[config.mk]
export PLATFORM = sky130hd
export DESIGN_NAME = heater_pwm_measure_window
export DESIGN_NICKNAME = d
export VERILOG_FILES = /design/src/sv/hpmw_pkg.sv /design/src/sv/heater_pwm_measure_window.sv
export SDC_FILE = /design/constraint.sdc
export NUM_CORES = 1
export LEC_CHECK = 0
export BUFFER_PORTS_ARGS = -buffer_cell sky130_fd_sc_hd__buf_2
export CELL_PAD_IN_SITES_DETAIL_PLACEMENT = 0
export CELL_PAD_IN_SITES_GLOBAL_PLACEMENT = 1
export CORE_MARGIN = 2
export CORE_UTILIZATION = 54
export DETAILED_ROUTE_END_ITERATION = 10
export PLACE_DENSITY_LB_ADDON = 0.1
export SETUP_SLACK_MARGIN = 0.15
export SLEW_MARGIN = 20
export SYNTH_ARGS = -nofsm -noshare
export SYNTH_HDL_FRONTEND = slang
export SYNTH_SLANG_ARGS = --single-unit
[constraint.sdc]
create_clock -name clk -period 22.7 [get_ports clk]
set_input_delay 1.135 -clock clk [delete_from_list [all_inputs] [get_ports clk]]
set_output_delay 1.135 -clock clk [all_outputs]
set_load 0.02 [all_outputs]
[src/sv/hpmw_pkg.sv]
package hpmw_pkg;

  // Configuration register widths
  localparam int PERIOD_W = 24;
  localparam int FRAC_W   = 16;
  localparam int TEMP_W   = 16;
  localparam int CFG_IDX_W  = 3;
  localparam int CFG_DATA_W = 24;

  // Input and result payload widths
  localparam int IN_TDATA_W  = 16;
  localparam int OUT_TDATA_W = 8;

  // Q1.15 full-on value of heat_fraction
  localparam logic [FRAC_W-1:0] FRAC_ONE = 16'd32768;

  // Register reset values
  localparam logic [PERIOD_W-1:0] RST_PERIOD_HEAT    = 24'd8639999;
  localparam logic [PERIOD_W-1:0] RST_PERIOD_MEASURE = 24'd960000;
  localparam logic [PERIOD_W-1:0] RST_COOLDOWN       = 24'd48000;
  localparam logic [FRAC_W-1:0]   RST_HEAT_FRACTION  = 16'd6554;
  localparam logic [TEMP_W-1:0]   RST_TARGET_TEMP    = 16'd0;
  localparam logic                RST_HEATER_ENABLE  = 1'b0;

  typedef enum logic [CFG_IDX_W-1:0] {
    REG_PERIOD_HEAT    = 3'd0,
    REG_PERIOD_MEASURE = 3'd1,
    REG_COOLDOWN       = 3'd2,
    REG_HEAT_FRACTION  = 3'd3,
    REG_TARGET_TEMP    = 3'd4,
    REG_HEATER_ENABLE  = 3'd5
  } cfg_reg_t;

  typedef enum logic {
    OP_TICK    = 1'b0,
    OP_MEASURE = 1'b1
  } op_t;

  typedef enum logic {
    PHASE_HEAT    = 1'b0,
    PHASE_MEASURE = 1'b1
  } phase_t;

  // One result item
  typedef struct packed {
    logic measure_strobe;
    logic load_strobe;
    logic phase;
    logic heater_drive;
  } result_t;

endpackage

[src/sv/heater_pwm_measure_window.sv]
// Heater PWM with a heater-off measurement window.
//
// Input stream (in_*): one transfer is one item. in_tuser is the operation:
// 0 advances the PWM counter by one tick, 1 delivers a new tip temperature
// in in_tdata that selects the duty for the next heat phase.
// Result stream (out_*): exactly one result per input item, in order, with
// heater drive, phase and the load and measure strobes packed in out_tdata.
// Configuration (cfg_*): register writes by index, always ready; write only
// while the block is idle.
//
// The result is registered: an item transferred at one edge has its result on
// out_* in the cycle after. Throughput is one item per cycle while the receiver
// takes results; the state update, the on-time multiply (span times duty) and
// the drive compare all sit between the input transfer and the result register.
// When the receiver stalls, the result register holds and in_tready drops
// until that result is transferred; a result taken in the same cycle frees
// the slot for the next item.
// Reset (rst_n low, synchronous) restores the register defaults, clears
// counter, phase, on-time and duty, and empties the result register.
module heater_pwm_measure_window #(
  parameter int COUNT_BITS     = 24,
  parameter int DUTY_FRAC_BITS = 15
) (
  input  logic                                 clk,
  input  logic                                 rst_n,
  // input stream
  input  logic                                 in_tvalid,
  output logic                                 in_tready,
  input  logic [hpmw_pkg::IN_TDATA_W-1:0]      in_tdata,   // [15:0] tip_temperature
  input  logic                                 in_tuser,   // [0] operation
  // result stream
  output logic                                 out_tvalid,
  input  logic                                 out_tready,
  // [0] heater_drive, [1] phase, [2] load_strobe, [3] measure_strobe, [7:4] zero
  output logic [hpmw_pkg::OUT_TDATA_W-1:0]     out_tdata,
  // configuration write channel
  input  logic                                 cfg_valid,
  output logic                                 cfg_ready,
  input  logic [hpmw_pkg::CFG_IDX_W-1:0]       cfg_index,
  input  logic [hpmw_pkg::CFG_DATA_W-1:0]      cfg_data
);

  localparam int DUTY_W  = DUTY_FRAC_BITS + 1;
  localparam int PROD_W  = hpmw_pkg::PERIOD_W + DUTY_W;
  // Q1.15 to DUTY_FRAC_BITS conversion shifts
  localparam int FRAC_SHL = (DUTY_FRAC_BITS >= 15) ? DUTY_FRAC_BITS - 15 : 0;
  localparam int FRAC_SHR = (DUTY_FRAC_BITS >= 15) ? 0 : 15 - DUTY_FRAC_BITS;

  // Configuration registers
  logic [hpmw_pkg::PERIOD_W-1:0] period_heat_r;
  logic [hpmw_pkg::PERIOD_W-1:0] period_measure_r;
  logic [hpmw_pkg::PERIOD_W-1:0] cooldown_r;
  logic [hpmw_pkg::FRAC_W-1:0]   heat_fraction_r;
  logic [hpmw_pkg::TEMP_W-1:0]   target_temp_r;
  logic                          heater_enable_r;

  // PWM state
  hpmw_pkg::phase_t              phase_r,  phase_nxt;
  logic [COUNT_BITS-1:0]         tick_r,   tick_nxt;
  logic [COUNT_BITS-1:0]         on_r,     on_nxt;
  logic [DUTY_W-1:0]             duty_r,   duty_nxt;

  // Result register
  logic                          out_valid_r;
  hpmw_pkg::result_t             result_r, result_nxt;

  logic                          in_fire;
  logic                          out_fire;

  // Datapath
  logic [COUNT_BITS-1:0]         period_heat_c;
  logic [COUNT_BITS-1:0]         period_measure_c;
  logic [COUNT_BITS-1:0]         period_c;
  logic [31:0]                   period_heat_ext;
  logic [31:0]                   period_measure_ext;
  logic [31:0]                   cool_ext;
  logic [hpmw_pkg::PERIOD_W-1:0] span_c;
  logic [PROD_W-1:0]             prod_c;
  logic [63:0]                   prod_sh;
  logic [COUNT_BITS-1:0]         on_calc;
  logic [hpmw_pkg::FRAC_W-1:0]   frac_clamped;
  logic [31:0]                   frac_shifted;
  logic                          phase_end;

  assign in_fire   = in_tvalid && in_tready;
  assign out_fire  = out_valid_r && out_tready;
  // Accept while the result slot is empty or being drained this cycle
  assign in_tready = !out_valid_r || out_tready;
  assign cfg_ready = 1'b1;

  assign out_tvalid = out_valid_r;
  assign out_tdata  = {{(hpmw_pkg::OUT_TDATA_W-4){1'b0}}, result_r};

  // Configuration writes; indexes beyond the list are dropped
  always_ff @(posedge clk) begin
    if (!rst_n) begin
      period_heat_r    <= hpmw_pkg::RST_PERIOD_HEAT;
      period_measure_r <= hpmw_pkg::RST_PERIOD_MEASURE;
      cooldown_r       <= hpmw_pkg::RST_COOLDOWN;
      heat_fraction_r  <= hpmw_pkg::RST_HEAT_FRACTION;
      target_temp_r    <= hpmw_pkg::RST_TARGET_TEMP;
      heater_enable_r  <= hpmw_pkg::RST_HEATER_ENABLE;
    end else if (cfg_valid && cfg_ready) begin
      unique case (cfg_index)
        hpmw_pkg::REG_PERIOD_HEAT:    period_heat_r    <= cfg_data;
        hpmw_pkg::REG_PERIOD_MEASURE: period_measure_r <= cfg_data;
        hpmw_pkg::REG_COOLDOWN:       cooldown_r       <= cfg_data;
        hpmw_pkg::REG_HEAT_FRACTION:  heat_fraction_r  <= cfg_data[hpmw_pkg::FRAC_W-1:0];
        hpmw_pkg::REG_TARGET_TEMP:    target_temp_r    <= cfg_data[hpmw_pkg::TEMP_W-1:0];
        hpmw_pkg::REG_HEATER_ENABLE:  heater_enable_r  <= cfg_data[0];
        default: ;
      endcase
    end
  end

  // Periods fit to the counter width (truncate or zero-extend)
  assign period_heat_ext    = {{(32-hpmw_pkg::PERIOD_W){1'b0}}, period_heat_r};
  assign period_measure_ext = {{(32-hpmw_pkg::PERIOD_W){1'b0}}, period_measure_r};
  assign period_heat_c      = period_heat_ext[COUNT_BITS-1:0];
  assign period_measure_c   = period_measure_ext[COUNT_BITS-1:0];
  assign period_c = (phase_r == hpmw_pkg::PHASE_MEASURE) ? period_measure_c : period_heat_c;

  // On-time for the next heat phase: max(0, heat - cooldown) * duty
  always_comb begin
    logic [31:0] heat_m;
    logic [31:0] diff;
    heat_m   = {{(32-COUNT_BITS){1'b0}}, period_heat_c};
    cool_ext = {{(32-hpmw_pkg::PERIOD_W){1'b0}}, cooldown_r};
    diff     = heat_m - cool_ext;
    span_c   = (heat_m > cool_ext) ? diff[hpmw_pkg::PERIOD_W-1:0] : '0;
  end

  assign prod_c  = PROD_W'(span_c) * PROD_W'(duty_r);
  assign prod_sh = 64'(prod_c) >> DUTY_FRAC_BITS;
  assign on_calc = prod_sh[COUNT_BITS-1:0];

  // heat_fraction clamped to full on and moved to the duty scale
  assign frac_clamped = (heat_fraction_r > hpmw_pkg::FRAC_ONE) ? hpmw_pkg::FRAC_ONE
                                                               : heat_fraction_r;
  assign frac_shifted = (32'(frac_clamped) << FRAC_SHL) >> FRAC_SHR;

  assign phase_end = (tick_r >= period_c);

  always_comb begin
    phase_nxt  = phase_r;
    tick_nxt   = tick_r;
    on_nxt     = on_r;
    duty_nxt   = duty_r;
    result_nxt = '0;
    if (in_tuser == hpmw_pkg::OP_TICK) begin
      if (phase_end) begin
        tick_nxt = '0;
        if (phase_r == hpmw_pkg::PHASE_HEAT) begin
          // enter the measurement window with the drive off
          result_nxt.load_strobe = (on_r != '0);
          phase_nxt              = hpmw_pkg::PHASE_MEASURE;
        end else begin
          // request a sample and start the next heat phase
          result_nxt.measure_strobe = 1'b1;
          phase_nxt                 = hpmw_pkg::PHASE_HEAT;
          on_nxt                    = on_calc;
        end
      end else begin
        tick_nxt = tick_r + 1'b1;
      end
    end else begin
      if (heater_enable_r && (target_temp_r > in_tdata)) begin
        duty_nxt = frac_shifted[DUTY_W-1:0];
      end else begin
        duty_nxt = '0;
      end
    end
    result_nxt.phase        = phase_nxt;
    result_nxt.heater_drive = (phase_nxt == hpmw_pkg::PHASE_HEAT) && (tick_nxt < on_nxt);
  end

  // Advance state on every input transfer
  always_ff @(posedge clk) begin
    if (!rst_n) begin
      phase_r <= hpmw_pkg::PHASE_HEAT;
      tick_r  <= '0;
      on_r    <= '0;
      duty_r  <= '0;
    end else if (in_fire) begin
      phase_r <= phase_nxt;
      tick_r  <= tick_nxt;
      on_r    <= on_nxt;
      duty_r  <= duty_nxt;
    end
  end

  // Result slot: load on transfer in, clear when taken and not refilled
  always_ff @(posedge clk) begin
    if (!rst_n) begin
      out_valid_r <= 1'b0;
    end else if (in_fire) begin
      out_valid_r <= 1'b1;
    end else if (out_fire) begin
      out_valid_r <= 1'b0;
    end
  end

  always_ff @(posedge clk) begin
    if (in_fire) begin
      result_r <= result_nxt;
    end
  end

  // An accepted item always leaves a result behind
  a_fire_gives_result: assert property (@(posedge clk) disable iff (!rst_n)
    in_fire |=> out_valid_r)
    else $error("accepted item produced no result");

  // Drive is only on during the heat phase
  a_drive_in_heat: assert property (@(posedge clk) disable iff (!rst_n)
    out_valid_r && result_r.heater_drive |-> result_r.phase == hpmw_pkg::PHASE_HEAT)
    else $error("heater drive on outside heat phase");

  // Load strobe marks entry to measurement, measure strobe marks entry to heat
  a_load_phase: assert property (@(posedge clk) disable iff (!rst_n)
    out_valid_r && result_r.load_strobe |-> result_r.phase == hpmw_pkg::PHASE_MEASURE)
    else $error("load strobe outside measurement entry");

  a_measure_phase: assert property (@(posedge clk) disable iff (!rst_n)
    out_valid_r && result_r.measure_strobe |->
      result_r.phase == hpmw_pkg::PHASE_HEAT && tick_r == '0)
    else $error("measure strobe without heat phase restart");

  // A measurement item leaves counter and phase untouched
  a_measure_holds: assert property (@(posedge clk) disable iff (!rst_n)
    in_fire && in_tuser == hpmw_pkg::OP_MEASURE |=> $stable(tick_r) && $stable(phase_r))
    else $error("measurement item moved the counter");

endmodule

# After elaboration in Yosys (flattened, before gate mapping)
# Index checks and enable logic that the tools add are counted.
[classes]
add_sub_neg = 2
multipliers = 1
div_mod_pow = 0
n_lt_le_gt_ge = 5
eq_ne = 5
shifts = 0
mux = 15
bitwise = 2
n_reduce_logical = 18
[ops]
columns = ["cell", "count"]
rows = [
  ["24-bit two-way mux", 7],
  ["24-bit by 16-bit multiplier with 39-bit output", 1],
  ["16-bit two-way mux", 2],
  ["24-bit by 1-bit adder with 24-bit output (second input constant)", 1],
  ["24-bit >= comparator", 1],
  ["24-bit > comparator", 1],
  ["24-bit less-than comparator", 1],
  ["24-bit nonzero test", 1],
  ["24-bit subtractor", 1],
  ["16-bit > comparator", 1],
  ["16-bit > comparator (second input constant)", 1],
  ["2-bit AND reduction", 7],
  ["3-bit by 2-bit equality test with 1-bit output (second input constant)", 2],
  ["3-bit equality test (second input constant)", 2],
  ["1-bit two-way mux", 6],
  ["1-bit logical AND", 4],
  ["3-bit by 1-bit equality test with 1-bit output (second input constant)", 1],
  ["3-bit logical NOT", 1],
  ["3-bit OR reduction", 1],
  ["1-bit inverter", 2],
  ["2-bit nonzero test", 1],
  ["2-bit OR reduction", 1],
  ["1-bit logical NOT", 1],
  ["1-bit logical OR", 1],
]
[totals]
ff_bits = 175
latch_bits = 0
ram_bits = 0
mem_bits_ro = 0
inputBits = 49
memories = 0

# Longest topological paths before layout
[logic_depth]
word_depth = 8
depth_mapped = 47
ltp_nobuf = 45

# Worst setup path before layout
# No wires, ideal clock.
[synth_path]
path_kind = "reg-to-reg"
start = "reg cooldown_r[11] in the netlist's numbering"
end = "reg result_r, in the netlist out_tdata[0] (data pin)"
t_arrival_ns = 9.366
required_ns = 22.554
setup_slack_ns = 13.188
path_stages_with_launch = 45
path_buffers = 2
period_less_slack_ns = 9.512
path_cell_list = "dfxtp_1 > inv_1 > ha_1 > a21o_1 > a211o_1 > or3_1 > o211a_1 > nand3_1 > a21boi_0 > o21ai_0 > nand2b_1 > xor2_1 > clkbuf_1 > nand3_1 > fa_1 > inv_1 > fa_1 > inv_1 > [... 9 more ...] > a21o_1 > a2111o_1 > or4_1 > a21oi_2 > nor2_1 > xnor2_1 > nor2_1 > a21oi_1 > ha_1 > a21o_1 > a21o_1 > a21oi_1 > nor2b_1 > o21ai_0 > a21oi_1 > a2111oi_0 > o21ai_0 > a21oi_1"
[synth_lines]
columns = ["item", "line", "text"]
rows = [
  ["start: declaration", "heater_pwm_measure_window.sv:52", "logic [hpmw_pkg::PERIOD_W-1:0] cooldown_r;"],
  ["start signal: assignment", "heater_pwm_measure_window.sv:99", "cooldown_r <= hpmw_pkg::RST_COOLDOWN;"],
  ["start signal: assignment", "heater_pwm_measure_window.sv:107", "hpmw_pkg::REG_COOLDOWN: cooldown_r <= cfg_data;"],
  ["end signal: assignment", "heater_pwm_measure_window.sv:205", "result_r <= result_nxt;"],
  ["end: declaration", "heater_pwm_measure_window.sv:65", "hpmw_pkg::result_t result_r, result_nxt;"],
]

==> results.sh <==
export IMPL_fin_crit_sh_pct=47.7
export IMPL_skew_ns=0.0119
export IMPL_synth_area_leaders="fa_1 27%, dfxtp_1 15%, ha_1 11%"
export IMPL_die_width_um=208
export IMPL_synth_area_leader_cell="fa_1"
export IMPL_antenna_found_initial=0
export IMPL_clock_sinks=175
export IMPL_hpwl_um=47800
export IMPL_drcViolationCount=0
export IMPL_ys_types=72
export IMPL_grt_max_degree=103
export IMPL_cts_setup_buffers=0
export IMPL_tns_ns=0
export IMPL_cp_max_fo=102
export IMPL_maxSlewHeadroom_pct=28.6
export IMPL_yosys_most_used_dff="dfxtp_1"
export IMPL_hold_violations=0
export IMPL_critPathMaxStageDelay_ns=0.78
export IMPL_netSwitchingFraction_pct=31.4
export IMPL_seqPwrFrac_pct=43.4
export IMPL_seqCellArea_sq_um=3550
export IMPL_yosysTopAreaCellShare_pct=27.1
export IMPL_synth_edf_count=4
export IMPL_slowest_stage="buf_4"
export IMPL_setup_viol=0
export IMPL_vias_per_cell=5.67
export IMPL_worstHoldPathType="flop to flop"
export IMPL_io_pins=60
export IMPL_vias=18496
export IMPL_cts_hold_buf=0
export IMPL_grt_first_pass_wirelength_um=102000
export IMPL_tightest_slew_ns=1.07
export IMPL_clockPowerShare_pct=39.9
export IMPL_status="finished, final reports clean"
export IMPL_ys_ff_latch=175
export IMPL_max_freq_mhz=92.4
export IMPL_cp_end_kind="flop"
export IMPL_grtUsageTotal_pct=29.5
export IMPL_cp_start_kind="flop"
export IMPL_criticalPathCategory="flop to flop"
export IMPL_dr_first_iter_drc_count=1324
export IMPL_power_density_nw_per_um2=31.1
export IMPL_syn_to_final_growth_pct=5.41
export IMPL_multi_input_comb_area_sq_um=16800
export IMPL_synth_area_sq_um=22500
export IMPL_initial_utilization_pct=54.9
export IMPL_arrival_ns=11.13
export IMPL_rows=74
export IMPL_antenna_left=0
export IMPL_cp_required_ns=23.01
export IMPL_synth_async_reset_ratio_pct=0
export IMPL_irDropWorstVdd_uv=46.7
export IMPL_slew_viol_final=0
export IMPL_nFillCells=3838
export IMPL_yosysSeqAreaShare_pct=15.7
export IMPL_overflow=0
export IMPL_clkLatencyLatePin_ns=0.45
export IMPL_yosysWarnings=0
export IMPL_path_clk_slew_ns=0.07
export IMPL_synth_common_cells="446 x nand2_1, 416 x inv_1, 305 x fa_1"
export IMPL_cts_resized=0
export IMPL_critPathBufInv=7
export IMPL_final_nets=3264
export IMPL_drive_above_1_share_pct=5.57
export IMPL_cts_tree="built"
export IMPL_maxCapViolations=0
export IMPL_gp_congestion=0.903
export IMPL_cts_path_max_buffers=2
export IMPL_clockRootBuffer="clkbuf_16"
export IMPL_n_antenna_cell=0
export IMPL_p_comb_share_pct=16.7
export IMPL_wl_per_cell_um=18.8
export IMPL_dr_pass1_iters=6
export IMPL_crit_family="adder cells"
export IMPL_dieArea_sq_um=43300
export IMPL_synth_most_common_cell="nand2_1"
export IMPL_netlist_instances=2756
export IMPL_power_leakage_uw=0.0112
export IMPL_core_sq_um=41000
export IMPL_rsz0062_at_grt="false"
export IMPL_tritoncts_num_buffers=17
export IMPL_avgSynthCellArea_sq_um=8.17
export IMPL_period_needed_ns=10.82
export IMPL_power_internal_uw=505
export IMPL_grt_pass1_vias=18737
export IMPL_portBuffers=54
export IMPL_die_height_um=208
export IMPL_drt_wl_total_um=61400
export IMPL_hold_ws_ns=0.455
export IMPL_p_sw_uw=232
export IMPL_htree_levels=4
-- power groups by stage --
stage,combinational (uW),sequential (uW),clock (uW)
floorplan,71.9,325,0
global placement,120,326,0
detailed placement,121,327,0
CTS,122,320,297
global route,134,320,309
finish,123,320,294
-- cell type report --
| cell class | count | share of cell area (%) |
|---|---|---|
| inverter | 418 | 6.62 |
| timing repair buffer | 92 | 2.34 |
| multi-input combinational | 2013 | 70.8 |
| clock inverter | 12 | 0.543 |
| clock buffer | 19 | 1.91 |
| tap | 532 | 2.81 |
| sequential | 175 | 14.9 |
-- cells in the final DEF, fill, tap and decap left out, types with 7 or more instances in the layout --
cell type / netlist / final
inv_1: 416 / 416
nand2_1: 446 / 446
o31ai_1: 8 / 8
and3_1: 38 / 38
nor3_1: 39 / 39
xnor2_1: 38 / 38
xor2_1: 28 / 27
and4_1: 7 / 7
nor4_1: 10 / 10
o211ai_1: 13 / 13
ha_1: 193 / 193
o21a_1: 14 / 14
mux2i_1: 49 / 49
a21o_1: 36 / 36
nand4_1: 31 / 31
buf_2: 19 / 54
o21ai_1: 7 / 7
clkbuf_16: 0 / 17
fa_1: 305 / 305
nand3_1: 158 / 158
and2_1: 113 / 112
buf_4: 5 / 38
a21oi_1: 176 / 175
o21bai_1: 8 / 8
nand2b_1: 13 / 13
nor2b_1: 21 / 21
dfxtp_1: 171 / 169
o21ai_0: 45 / 45
nor2_1: 114 / 112
a22o_1: 14 / 14
or3_1: 7 / 7
-- final timing paths --
| kind | slack, ns | startpoint | cells past startpoint | end |
|---|---|---|---|---|
| max | 11.88 | cooldown_r[21]$_SDFFE_PN0P_ | 40 | out_tdata[0]$_DFFE_PP_ |
| min | 0.46 | cooldown_r[16]$_SDFFE_PN0P_ | 2 | cooldown_r[16]$_SDFFE_PN0P_ |
| max reg2reg | 11.88 | cooldown_r[21]$_SDFFE_PN0P_ | 40 | out_tdata[0]$_DFFE_PP_ |
| min reg2reg | 0.46 | cooldown_r[16]$_SDFFE_PN0P_ | 2 | cooldown_r[16]$_SDFFE_PN0P_ |
-- state kept, by name, summed over array words and instances, names as in the netlist --
| name | flops |
|---|---|
| out_tdata | 4 |
| on_r | 24 |
| tick_r | 24 |
| out_tvalid | 1 |
| phase_r | 1 |
| cooldown_r | 24 |
| target_temp_r | 16 |
| period_heat_c | 24 |
| duty_r | 16 |
| heater_enable_r | 1 |
| period_measure_c | 24 |
| heat_fraction_r | 16 |
-- layer usage --
metal	vias up	GRT usage, %	part of all wire, %
met5	-	0	0
met4	0	6.77	1.7
met3	71	3.15	5.3
met2	535	48.6	47
met1	9123	41.9	46
li1	8767	-	-
-- worst register-to-register path: cells and delay by family (launching register included) --
family	cells	cell delay, ns
fa+ha+maj	9	4.19
compound gates	14	2.71
simple gates	9	2.10
buf+inv	7	1.11
flops	1	0.34
xor+xnor	1	0.25
-- metrics by stage --
step	cells	total power, uW	cell area [sq um]	util [%]	setup slack, ns
after floorplan	2759	397	22500	-	13.19
after global placement	3230	446	23100	56.4	12.12
after detailed placement	3230	448	23100	56.4	11.93
after CTS	3261	738	23700	57.8	11.87
after global routing	3261	763	23700	57.9	10.96
final	3261	737	23700	57.9	11.88
-- cell families after synthesis --
| family | after synthesis | synth area share (%) |
|---|---|---|
| muxes | 49 | 2.18 |
| other | 2 | 0.0334 |
| and+or+nand+nor | 1017 | 21.2 |
| xor gates and xnor gates | 67 | 2.64 |
| buffers and inverters | 571 | 9.78 |
| DFF | 175 | 15.7 |
| adders and majority gates | 498 | 37.9 |
| AOI/OAI and AO/OA | 377 | 10.6 |
Power figures use the tool's default switching activity.
